`src/rtl/prc_pkg.sv`:
```
// Package for the Pareto rank and crowding unit.
// Holds the fixed field widths, the boundary constant, the divider request type and key compares.
// No dependencies.
`default_nettype none
package prc_pkg;
    localparam int VAL_W   = 32;
    localparam int IDX_W   = 6;
    localparam int LVL_W   = 7;
    localparam int DIST_W  = 23;
    localparam int QUOT_W  = 17;
    localparam logic [DIST_W-1:0] BOUNDARY_Q16 = 23'd6553600;

    typedef struct packed {
        logic             start;
        logic [VAL_W-1:0] gap;
        logic [VAL_W-1:0] span;
    } t_div_req;

    // time order: ascending time, then load index
    function automatic logic f_time_before(input logic [VAL_W-1:0] ta, input logic [IDX_W-1:0] ia,
                                           input logic [VAL_W-1:0] tb, input logic [IDX_W-1:0] ib);
        f_time_before = (ta < tb) || ((ta == tb) && (ia < ib));
    endfunction

    // memory order: descending memory, then ascending time, then load index
    function automatic logic f_mem_before(input logic [VAL_W-1:0] ma, input logic [VAL_W-1:0] ta,
                                          input logic [IDX_W-1:0] ia,
                                          input logic [VAL_W-1:0] mb, input logic [VAL_W-1:0] tb,
                                          input logic [IDX_W-1:0] ib);
        f_mem_before = (ma > mb) || ((ma == mb) && ((ta < tb) || ((ta == tb) && (ia < ib))));
    endfunction
endpackage
`default_nettype wire

```
`src/rtl/prc_pt_if.sv`:
```
// Input channel interface: one point per transaction.
// Depends on prc_pkg.
`default_nettype none
interface prc_pt_if;
    logic                      valid;
    logic                      ready;
    logic [prc_pkg::VAL_W-1:0] time_value;
    logic [prc_pkg::VAL_W-1:0] memory_value;
    logic                      last_point;
    modport source(output valid, time_value, memory_value, last_point, input ready);
    modport sink(input valid, time_value, memory_value, last_point, output ready);
endinterface
`default_nettype wire

```
`src/rtl/prc_res_if.sv`:
```
// Output channel interface: one result per transaction.
// Depends on prc_pkg.
`default_nettype none
interface prc_res_if;
    logic                       valid;
    logic                       ready;
    logic [prc_pkg::IDX_W-1:0]  point_index;
    logic [prc_pkg::LVL_W-1:0]  pareto_level;
    logic [prc_pkg::DIST_W-1:0] crowd_distance;
    logic                       last_result;
    modport source(output valid, point_index, pareto_level, crowd_distance, last_result,
                   input ready);
    modport sink(input valid, point_index, pareto_level, crowd_distance, last_result,
                 output ready);
endinterface
`default_nettype wire

```
`src/rtl/pareto_rank_and_crowding_unit.sv`:
```
// Pareto rank and crowding unit: points load one a cycle; the last point starts ranking.
// Ranking peels fronts level by level, at most n levels.
// Crowding per point: a scan of all points, two divider issue states (S_C_D1, S_C_D2), up to two
// divider waits, then one output transaction.
// Input is not ready from the last point until the final result is taken.
// Synchronous active-low reset clears point count and sequencer; stores stay undefined.
// Depends on prc_pkg, prc_pt_if, prc_res_if, prc_store, prc_div.
`default_nettype none
module pareto_rank_and_crowding_unit #(
    parameter int POINTS = 32
) (
    input  wire logic  i_clk,
    input  wire logic  i_rst_n,
    prc_pt_if.sink     i_pt,
    prc_res_if.source  o_res
);
    localparam int IW = $clog2(POINTS);
    localparam int CW = $clog2(POINTS + 1);
    localparam int VW = prc_pkg::VAL_W;

    typedef enum logic [3:0] {
        S_LOAD, S_P_RDI, S_P_GI, S_P_RDJ, S_P_GJ, S_P_WR, S_P_CHK,
        S_C_RDI, S_C_GI, S_C_RDJ, S_C_GJ, S_C_D1, S_C_W1, S_C_D2, S_C_W2, S_C_OUT
    } t_state;

    t_state r_state;
    logic [CW-1:0] r_cnt, r_n, r_left;
    logic [IW-1:0] r_i, r_j;
    logic [prc_pkg::LVL_W-1:0] r_lvl, r_li;
    logic [VW-1:0] r_ti, r_mi;
    logic r_blocked;
    logic [VW-1:0] r_tmin, r_tmax, r_mmin, r_mmax;
    logic r_hp, r_hs, r_mhp, r_mhs;
    logic [VW-1:0] r_tp, r_ts, r_mp, r_mpt, r_ms, r_mst;
    logic [IW-1:0] r_pj, r_sj, r_mpj, r_msj;
    logic [prc_pkg::QUOT_W-1:0] r_q1;
    logic r_ov;

    logic [IW-1:0] w_raddr, w_waddr;
    logic w_we_pt, w_we_lvl;
    logic [prc_pkg::LVL_W-1:0] w_wlvl;
    logic [VW-1:0] w_tj, w_mj;
    logic [prc_pkg::LVL_W-1:0] w_lj;
    logic w_accept, w_store, w_last_i, w_last_j;
    logic [prc_pkg::IDX_W-1:0] w_i6, w_j6;
    logic w_beats, w_tbef, w_mbef;
    logic w_t_int, w_m_int;
    logic [prc_pkg::DIST_W-1:0] w_tpart, w_dist;
    prc_pkg::t_div_req w_req;
    logic w_ddone;
    logic [prc_pkg::QUOT_W-1:0] w_quot;

    assign i_pt.ready = (r_state == S_LOAD);
    assign w_accept   = i_pt.valid && i_pt.ready;
    assign w_store    = w_accept && (r_cnt < CW'(POINTS));
    assign w_last_i   = (CW'(r_i) == r_n - CW'(1));
    assign w_last_j   = (CW'(r_j) == r_n - CW'(1));
    assign w_i6       = prc_pkg::IDX_W'(r_i);
    assign w_j6       = prc_pkg::IDX_W'(r_j);

    always_comb begin
        case (r_state)
            S_P_RDJ, S_C_RDJ: w_raddr = r_j;
            default:          w_raddr = r_i;
        endcase
        w_we_pt  = w_store;
        w_we_lvl = w_store || ((r_state == S_P_WR) && !r_blocked);
        w_waddr  = (r_state == S_LOAD) ? r_cnt[IW-1:0] : r_i;
        w_wlvl   = (r_state == S_LOAD) ? '0 : r_lvl;
    end

    prc_store #(.POINTS(POINTS), .IW(IW)) u_store (
        .i_clk   (i_clk),
        .i_we_pt (w_we_pt),
        .i_we_lvl(w_we_lvl),
        .i_waddr (w_waddr),
        .i_wtime (i_pt.time_value),
        .i_wmem  (i_pt.memory_value),
        .i_wlvl  (w_wlvl),
        .i_raddr (w_raddr),
        .o_time  (w_tj),
        .o_mem   (w_mj),
        .o_lvl   (w_lj)
    );

    assign w_t_int = r_hp && r_hs && (r_tmax != r_tmin);
    assign w_m_int = r_mhp && r_mhs && (r_mmax != r_mmin);

    always_comb begin
        w_req = '0;
        if (r_state == S_C_D1) begin
            w_req.start = w_t_int;
            w_req.gap   = r_ts - r_tp;
            w_req.span  = r_tmax - r_tmin;
        end else if (r_state == S_C_D2) begin
            w_req.start = w_m_int;
            w_req.gap   = r_mp - r_ms;
            w_req.span  = r_mmax - r_mmin;
        end
    end

    prc_div u_div (
        .i_clk  (i_clk),
        .i_rst_n(i_rst_n),
        .i_req  (w_req),
        .o_done (w_ddone),
        .o_quot (w_quot)
    );

    assign w_beats = !((w_tj == r_ti) && (w_mj == r_mi)) && (w_tj <= r_ti) && (w_mj <= r_mi);
    assign w_tbef  = prc_pkg::f_time_before(w_tj, w_j6, r_ti, w_i6);
    assign w_mbef  = prc_pkg::f_mem_before(w_mj, w_tj, w_j6, r_mi, r_ti, w_i6);

    assign w_tpart = w_t_int ? prc_pkg::DIST_W'(r_q1) : prc_pkg::BOUNDARY_Q16;

    always_comb begin
        if (r_state == S_C_W2) begin
            w_dist = w_tpart + prc_pkg::DIST_W'(w_quot);
        end else begin
            w_dist = prc_pkg::BOUNDARY_Q16;
        end
    end

    always_ff @(posedge i_clk) begin
        if (!i_rst_n) begin
            r_state <= S_LOAD;
            r_cnt   <= '0;
            r_n     <= '0;
            r_left  <= '0;
            r_ov    <= 1'b0;
        end else begin
            case (r_state)
                S_LOAD: begin
                    if (w_store) begin
                        r_cnt <= r_cnt + CW'(1);
                    end
                    if (w_accept && i_pt.last_point) begin
                        r_n     <= r_cnt + CW'(w_store);
                        r_left  <= r_cnt + CW'(w_store);
                        r_i     <= '0;
                        r_lvl   <= prc_pkg::LVL_W'(1);
                        r_state <= S_P_RDI;
                    end
                end
                S_P_RDI: r_state <= S_P_GI;
                S_P_GI: begin
                    r_ti      <= w_tj;
                    r_mi      <= w_mj;
                    r_j       <= '0;
                    r_blocked <= 1'b0;
                    if (w_lj != '0) begin
                        r_state <= w_last_i ? S_P_CHK : S_P_RDI;
                        if (!w_last_i) begin
                            r_i <= r_i + IW'(1);
                        end
                    end else begin
                        r_state <= S_P_RDJ;
                    end
                end
                S_P_RDJ: r_state <= S_P_GJ;
                S_P_GJ: begin
                    if (((w_lj == '0) || (w_lj == r_lvl)) && w_beats) begin
                        r_blocked <= 1'b1;
                    end
                    r_j     <= r_j + IW'(1);
                    r_state <= w_last_j ? S_P_WR : S_P_RDJ;
                end
                S_P_WR: begin
                    if (!r_blocked) begin
                        r_left <= r_left - CW'(1);
                    end
                    r_state <= w_last_i ? S_P_CHK : S_P_RDI;
                    if (!w_last_i) begin
                        r_i <= r_i + IW'(1);
                    end
                end
                S_P_CHK: begin
                    r_i <= '0;
                    if (r_left == '0) begin
                        r_state <= S_C_RDI;
                    end else begin
                        r_lvl   <= r_lvl + prc_pkg::LVL_W'(1);
                        r_state <= S_P_RDI;
                    end
                end
                S_C_RDI: r_state <= S_C_GI;
                S_C_GI: begin
                    r_ti   <= w_tj;
                    r_mi   <= w_mj;
                    r_li   <= w_lj;
                    r_tmin <= w_tj;
                    r_tmax <= w_tj;
                    r_mmin <= w_mj;
                    r_mmax <= w_mj;
                    r_hp   <= 1'b0;
                    r_hs   <= 1'b0;
                    r_mhp  <= 1'b0;
                    r_mhs  <= 1'b0;
                    r_j    <= '0;
                    r_state <= S_C_RDJ;
                end
                S_C_RDJ: r_state <= S_C_GJ;
                S_C_GJ: begin
                    if ((w_lj == r_li) && (r_j != r_i)) begin
                        if (w_tj < r_tmin) r_tmin <= w_tj;
                        if (w_tj > r_tmax) r_tmax <= w_tj;
                        if (w_mj < r_mmin) r_mmin <= w_mj;
                        if (w_mj > r_mmax) r_mmax <= w_mj;
                        if (w_tbef) begin
                            if (!r_hp || prc_pkg::f_time_before(r_tp, prc_pkg::IDX_W'(r_pj),
                                                                w_tj, w_j6)) begin
                                r_hp <= 1'b1;
                                r_tp <= w_tj;
                                r_pj <= r_j;
                            end
                        end else begin
                            if (!r_hs || prc_pkg::f_time_before(w_tj, w_j6,
                                                                r_ts, prc_pkg::IDX_W'(r_sj))) begin
                                r_hs <= 1'b1;
                                r_ts <= w_tj;
                                r_sj <= r_j;
                            end
                        end
                        if (w_mbef) begin
                            if (!r_mhp || prc_pkg::f_mem_before(r_mp, r_mpt,
                                    prc_pkg::IDX_W'(r_mpj), w_mj, w_tj, w_j6)) begin
                                r_mhp <= 1'b1;
                                r_mp  <= w_mj;
                                r_mpt <= w_tj;
                                r_mpj <= r_j;
                            end
                        end else begin
                            if (!r_mhs || prc_pkg::f_mem_before(w_mj, w_tj, w_j6,
                                    r_ms, r_mst, prc_pkg::IDX_W'(r_msj))) begin
                                r_mhs <= 1'b1;
                                r_ms  <= w_mj;
                                r_mst <= w_tj;
                                r_msj <= r_j;
                            end
                        end
                    end
                    r_j     <= r_j + IW'(1);
                    r_state <= w_last_j ? S_C_D1 : S_C_RDJ;
                end
                S_C_D1: r_state <= w_t_int ? S_C_W1 : S_C_D2;
                S_C_W1: begin
                    if (w_ddone) begin
                        r_q1    <= w_quot;
                        r_state <= S_C_D2;
                    end
                end
                S_C_D2: begin
                    if (w_m_int) begin
                        r_state <= S_C_W2;
                    end else begin
                        r_ov                 <= 1'b1;
                        o_res.point_index    <= w_i6;
                        o_res.pareto_level   <= r_li;
                        o_res.crowd_distance <= w_dist;
                        o_res.last_result    <= w_last_i;
                        r_state              <= S_C_OUT;
                    end
                end
                S_C_W2: begin
                    if (w_ddone) begin
                        r_ov                 <= 1'b1;
                        o_res.point_index    <= w_i6;
                        o_res.pareto_level   <= r_li;
                        o_res.crowd_distance <= w_dist;
                        o_res.last_result    <= w_last_i;
                        r_state              <= S_C_OUT;
                    end
                end
                S_C_OUT: begin
                    if (o_res.ready) begin
                        r_ov <= 1'b0;
                        if (w_last_i) begin
                            r_cnt   <= '0;
                            r_state <= S_LOAD;
                        end else begin
                            r_i     <= r_i + IW'(1);
                            r_state <= S_C_RDI;
                        end
                    end
                end
                default: r_state <= S_LOAD;
            endcase
        end
    end

    assign o_res.valid = r_ov;

    a_no_load_while_out: assert property (@(posedge i_clk) disable iff (!i_rst_n)
        i_pt.ready |-> !o_res.valid)
        else $error("input ready while a result is pending");

    a_count_cleared: assert property (@(posedge i_clk) disable iff (!i_rst_n)
        (o_res.valid && o_res.ready && o_res.last_result) |=> (r_cnt == '0))
        else $error("point count not cleared after final result");

    a_left_bound: assert property (@(posedge i_clk) disable iff (!i_rst_n)
        (r_state != S_LOAD) |-> (r_left <= r_n))
        else $error("unranked count exceeds population");
endmodule
`default_nettype wire

```
`src/rtl/prc_store.sv`:
```
// Point memories: time, memory and level, one write and one registered read port.
// Depends on prc_pkg.
`default_nettype none
module prc_store #(
    parameter int POINTS = 32,
    parameter int IW = $clog2(POINTS)
) (
    input  wire logic                      i_clk,
    input  wire logic                      i_we_pt,
    input  wire logic                      i_we_lvl,
    input  wire logic [IW-1:0]             i_waddr,
    input  wire logic [prc_pkg::VAL_W-1:0] i_wtime,
    input  wire logic [prc_pkg::VAL_W-1:0] i_wmem,
    input  wire logic [prc_pkg::LVL_W-1:0] i_wlvl,
    input  wire logic [IW-1:0]             i_raddr,
    output logic      [prc_pkg::VAL_W-1:0] o_time,
    output logic      [prc_pkg::VAL_W-1:0] o_mem,
    output logic      [prc_pkg::LVL_W-1:0] o_lvl
);
    logic [prc_pkg::VAL_W-1:0] r_time_mem [POINTS];
    logic [prc_pkg::VAL_W-1:0] r_mem_mem  [POINTS];
    logic [prc_pkg::LVL_W-1:0] r_lvl_mem  [POINTS];

    always_ff @(posedge i_clk) begin
        if (i_we_pt) begin
            r_time_mem[i_waddr] <= i_wtime;
            r_mem_mem[i_waddr]  <= i_wmem;
        end
        if (i_we_lvl) begin
            r_lvl_mem[i_waddr] <= i_wlvl;
        end
        o_time <= r_time_mem[i_raddr];
        o_mem  <= r_mem_mem[i_raddr];
        o_lvl  <= r_lvl_mem[i_raddr];
    end
endmodule
`default_nettype wire

```
`src/rtl/prc_div.sv`:
```
// Shared restoring divider: floor((gap << 16) / span) for gap <= span, one bit a cycle.
// Depends on prc_pkg.
`default_nettype none
module prc_div (
    input  wire logic                       i_clk,
    input  wire logic                       i_rst_n,
    input  wire prc_pkg::t_div_req          i_req,
    output logic                            o_done,
    output logic      [prc_pkg::QUOT_W-1:0] o_quot
);
    logic [prc_pkg::VAL_W-1:0] r_rem;
    logic [prc_pkg::VAL_W-1:0] r_span;
    logic [4:0]                r_cnt;
    logic                      r_busy;
    logic                      r_first;
    logic [prc_pkg::VAL_W:0]   w_trial;

    assign w_trial = r_first ? {1'b0, r_rem} : {r_rem, 1'b0};

    always_ff @(posedge i_clk) begin
        if (!i_rst_n) begin
            r_busy <= 1'b0;
            o_done <= 1'b0;
        end else begin
            o_done <= 1'b0;
            if (i_req.start) begin
                r_busy  <= 1'b1;
                r_first <= 1'b1;
                r_rem   <= i_req.gap;
                r_span  <= i_req.span;
                r_cnt   <= 5'(prc_pkg::QUOT_W - 1);
                o_quot  <= '0;
            end else if (r_busy) begin
                r_first <= 1'b0;
                if (w_trial >= {1'b0, r_span}) begin
                    r_rem  <= prc_pkg::VAL_W'(w_trial - {1'b0, r_span});
                    o_quot <= {o_quot[prc_pkg::QUOT_W-2:0], 1'b1};
                end else begin
                    r_rem  <= prc_pkg::VAL_W'(w_trial);
                    o_quot <= {o_quot[prc_pkg::QUOT_W-2:0], 1'b0};
                end
                if (r_cnt == '0) begin
                    r_busy <= 1'b0;
                    o_done <= 1'b1;
                end else begin
                    r_cnt <= r_cnt - 5'd1;
                end
            end
        end
    end
endmodule
`default_nettype wire
```
`src/flat_wrapper.sv`:
```
// flat-port wrapper written by rule: the top's interface ports become plain ports
module pareto_rank_and_crowding_unit_flat 
#(
    parameter int POINTS = 32
)
  (i_clk, i_rst_n, i_pt_valid, i_pt_time_value, i_pt_memory_value, i_pt_last_point, i_pt_ready, o_res_valid, o_res_point_index, o_res_pareto_level, o_res_crowd_distance, o_res_last_result, o_res_ready);
  prc_pt_if i_pt_i ();
  prc_res_if o_res_i ();
  input  wire logic i_clk;
  input  wire logic i_rst_n;
  input wire logic [$bits(i_pt_i.valid)-1:0] i_pt_valid;
  input wire logic [$bits(i_pt_i.time_value)-1:0] i_pt_time_value;
  input wire logic [$bits(i_pt_i.memory_value)-1:0] i_pt_memory_value;
  input wire logic [$bits(i_pt_i.last_point)-1:0] i_pt_last_point;
  output wire logic [$bits(i_pt_i.ready)-1:0] i_pt_ready;
  output wire logic [$bits(o_res_i.valid)-1:0] o_res_valid;
  output wire logic [$bits(o_res_i.point_index)-1:0] o_res_point_index;
  output wire logic [$bits(o_res_i.pareto_level)-1:0] o_res_pareto_level;
  output wire logic [$bits(o_res_i.crowd_distance)-1:0] o_res_crowd_distance;
  output wire logic [$bits(o_res_i.last_result)-1:0] o_res_last_result;
  input wire logic [$bits(o_res_i.ready)-1:0] o_res_ready;
  assign i_pt_i.valid = i_pt_valid;
  assign i_pt_i.time_value = i_pt_time_value;
  assign i_pt_i.memory_value = i_pt_memory_value;
  assign i_pt_i.last_point = i_pt_last_point;
  assign i_pt_ready = i_pt_i.ready;
  assign o_res_valid = o_res_i.valid;
  assign o_res_point_index = o_res_i.point_index;
  assign o_res_pareto_level = o_res_i.pareto_level;
  assign o_res_crowd_distance = o_res_i.crowd_distance;
  assign o_res_last_result = o_res_i.last_result;
  assign o_res_i.ready = o_res_ready;
  pareto_rank_and_crowding_unit #(.POINTS(POINTS)) u_core (.i_clk(i_clk), .i_rst_n(i_rst_n), .i_pt(i_pt_i), .o_res(o_res_i));
endmodule
```
`config.mk`:
```
export PLATFORM = sky130hd
export DESIGN_NAME = pareto_rank_and_crowding_unit_flat
export DESIGN_NICKNAME = d
export VERILOG_FILES = /design/src/rtl/prc_pkg.sv /design/src/rtl/prc_pt_if.sv /design/src/rtl/prc_res_if.sv /design/src/rtl/pareto_rank_and_crowding_unit.sv /design/src/rtl/prc_store.sv /design/src/rtl/prc_div.sv /design/src/flat_wrapper.sv
export SDC_FILE = /design/constraint.sdc
export NUM_CORES = 2
export LEC_CHECK = 0
export CAP_MARGIN = 5
export CORE_MARGIN = 3
export CORE_UTILIZATION = 39
export DETAILED_ROUTE_END_ITERATION = 7
export DONT_BUFFER_PORTS = 1
export GPL_ROUTABILITY_DRIVEN = 1
export SLEW_MARGIN = 10
export SYNTH_ARGS = -nofsm -noshare
export SYNTH_HDL_FRONTEND = slang
export SYNTH_SLANG_ARGS = --single-unit
```
`constraint.sdc`:
```
create_clock -name i_clk -period 10.1 [get_ports i_clk]
set_input_delay 3.03 -clock i_clk [delete_from_list [all_inputs] [get_ports i_clk]]
set_output_delay 3.03 -clock i_clk [all_outputs]
set_load 0.02 [all_outputs]
```
==> impl_metrics.yaml <==
setup_path:
  start_kind: "flip-flop"
  path_buf_inv: 1
  setup.worst_path.class: "flip-flop to flip-flop"
  endpoint_kind: "flip-flop"
  rrSetupSlack_ns: 4.14
  path_cells: "ha_1 -> nand3_1 -> nor2_1 -> nand2_1 -> nor4_1 -> a31oi_2 -> buf_4 -> and2_1 -> ha_1 -> fa_1 -> a21o_1 -> a21oi_1 -> o21ai_0 -> a31oi_1 -> o21ai_0 -> a2111oi_0 -> nor3_1 -> o31ai_1 -> nand3_1 -> nor3b_1"
  reg2regPathDepth: 20
  worst-path-stages: 20
  worstPathMaxFanout: 21
  max_stage_delay_ns: 0.65
  crit_arrival_ns: 6.55
  path_delay_family: "compound AO/OA/AOI/OAI gates"
  cpMaxStageDelayCell: "a2111oi_0"
  required_ns: 10.69
timing:
  period_needed_ns: 5.96
  setup_ws_ns: 4.14
  post-route-period-util: 0.591
  worst_slew_pin_slew_ns: 1.25
  hold_violations: 0
  holdWs_ns: 0.476
  slew_headroom: 0.164
  slew_viol_final: 0
  grt_setup_unrepaired: "false"
  setup_tns_ns: 0
  skew_ns: 0.0853
  setup_viol: 0
  fmax_mhz: 168
power:
  ir_worst_vdd_uv: 167
  pwr_density_cell_nw_per_um2: 205
  cellLeakagePower_uw: 0.0517
synth:
  yosys_warnings: 0
  ys_types: 96
  syn_area_per_cell_um2: 14.7
  synth-edff-count: 2841
  synth-async-reset-ratio: 0
  yosysTopAreaCellShare: 0.659
  ys.flop_type: "edfxtp_1"
  synth_seq_area_share: 0.674
  synth_area_um2: 129000
  netlist_instances: 8798
  synth.area.top_cells: "edfxtp_1, mux4_2, ha_1"
  yosysMostFrequentCell: "edfxtp_1"
  synth_common_cells: "edfxtp_1, nand2_1, inv_1"
  yosys.area.top_type: "edfxtp_1"
  ys_ff_latch: 2937
detailed_routing:
  via_count: 76315
  drt-pass1-iter-count: 5
  wl_mm: 350
  wl_per_cell_um: 25.9
  drc_errors: 0
  via_per_inst: 5.63
  drt_first_iter_violations: 8042
  antenna_left: 0
clocking:
  postCtsResizedCells: 0
  clockRootBuffer: "clkbuf_16"
  cts_hold_buf: 0
  clk_pin_slew_ns: 0.06
  clock_sinks: 2937
  cts_buffer_depth: 4
  htreeDepth: 5
  cts_tree: "yes"
  cts_buffers: 315
  post_cts_buffers: 0
  clock_latency_ns: 0.90
cells_and_area:
  layout-drive-gt1-share: 0.128
  reg_top3: "u_core.u_store.r_mem_mem: 1024 flops, u_core.u_store.r_time_mem: 1024 flops, u_core.u_store.r_lvl_mem: 224 flops"
  area_growth_pct: 12.4
  regArea_um2: 87200
  fill_cells: 28594
  final_nets: 9600
  multi_input_area_um2: 38700
  fin_cells: 13548
hold_path:
  hold_path.class: "flip-flop to flip-flop"
  min_path_cells: 0
placed_design:
  dp_worst_setup_slack_ns: 3.65
  gp_congestion: 0.893
  placedCellCount: 12968
  place_hpwl_mm: 226
  io_buffers: 0
global_route:
  grt_antenna_before_repair: 23
  grt_max_degree: 134
  first_global_vias: 75191
  grt_use_total: 0.203
  grt_pass1_wl_mm: 513
  grt-ovfl-total: 0
floorplan:
  num_rows: 210
  dieArea_um2: 339000
  die_w_um: 582
  fp.dieH_um: 582
  initial_core_util: 0.394
  coreArea_um2: 329000
  io_pins: 108
flow_run:
  maxCapViolCount: 0
status:
  outcome: "finished clean"
-- final timing paths --
| kind | start | end |
|---|---|---|
| setup reg to reg | u_core.r_tmax[15]$_DFFE_PP_ | u_core.o_res.crowd_distance[16]$_SDFFCE_PN0P_ |
| hold reg to reg | u_core.u_div.o_quot[16]$_SDFFCE_PN0P_ | u_core.r_q1[16]$_DFFE_PP_ |
| hold / removal | u_core.u_div.o_quot[16]$_SDFFCE_PN0P_ | u_core.r_q1[16]$_DFFE_PP_ |
| setup / recovery | u_core.r_tmax[15]$_DFFE_PP_ | u_core.o_res.crowd_distance[16]$_SDFFCE_PN0P_ |
-- cell usage in the layout, fill, tap and decap left out, types with 199 or more instances in the layout --
master     count
nand2_1      989
inv_1        602
o21ai_0      249
nor3_1       199
mux4_2       414
nor2_1       258
edfxtp_1    2841
ha_1         585
clkbuf_16    317
nand3_1      252
a21oi_1      598
-- cell families (layout without fill, tap and decap cells) --
| group | count (synthesis) | in the layout | share of synthesized area |
|---|---|---|---|
| flops | 2937 | 2937 | 0.674 |
| simple gates | 2125 | 2125 | 0.0741 |
| compound gates | 1501 | 1501 | 0.0727 |
| buf+inv | 955 | 1349 | 0.0297 |
| fa+ha+maj | 591 | 591 | 0.0575 |
| mux | 496 | 496 | 0.0787 |
| xor+xnor | 192 | 192 | 0.0130 |
| other cells | 1 | 11 | 0.0000290 |
-- worst reg2reg max path, stage by stage, from the launching register on --
cell and delay (ns):
edfxtp_1 0.40, ha_1 0.47, nand3_1 0.14, nor2_1 0.22, nand2_1 0.15, nor4_1 0.62, a31oi_2 0.20, buf_4 0.27
and2_1 0.23, ha_1 0.21, fa_1 0.44, a21o_1 0.19, a21oi_1 0.22, o21ai_0 0.12, a31oi_1 0.29, o21ai_0 0.15
a2111oi_0 0.65, nor3_1 0.16, o31ai_1 0.32, nand3_1 0.11, nor3b_1 0.14
-- layer usage --
metal  routed length, um  GRT usage  vias up  part of all wire
li1                    -          -    33828                 -
met1              153000      0.290    39185              0.44
met2              162000      0.318     2817              0.46
met3               25200     0.0319      481             0.072
met4               10800     0.0620        4             0.031
met5                  27          0        -          0.000077
-- metrics by stage --
stage                     power [uW]  utilization  instance area, um2
after CTS                      29900        0.442              145000
after global placement         18500        0.411              135000
after detailed placement       18700        0.411              135000
final                          29700        0.442              145000
after global routing           30800        0.442              145000
after floorplan                16900            -              129000
-- where the power goes --
part / internal, uW / switching, uW
Combinational: 1500 / 2780
Clock: 6540 / 4770
Sequential: 13900 / 261
-- cell type report --
type	count	area share
diodes	8	0.000138
clock buffers	407	0.0583
clock inverters	164	0.0109
inverters	606	0.0156
multi-input cells	4908	0.267
flip-flops and latches	2937	0.600
well taps	4346	0.0374
repair buffers	172	0.0110
Note: power is estimated with default switching activity, not from simulation.
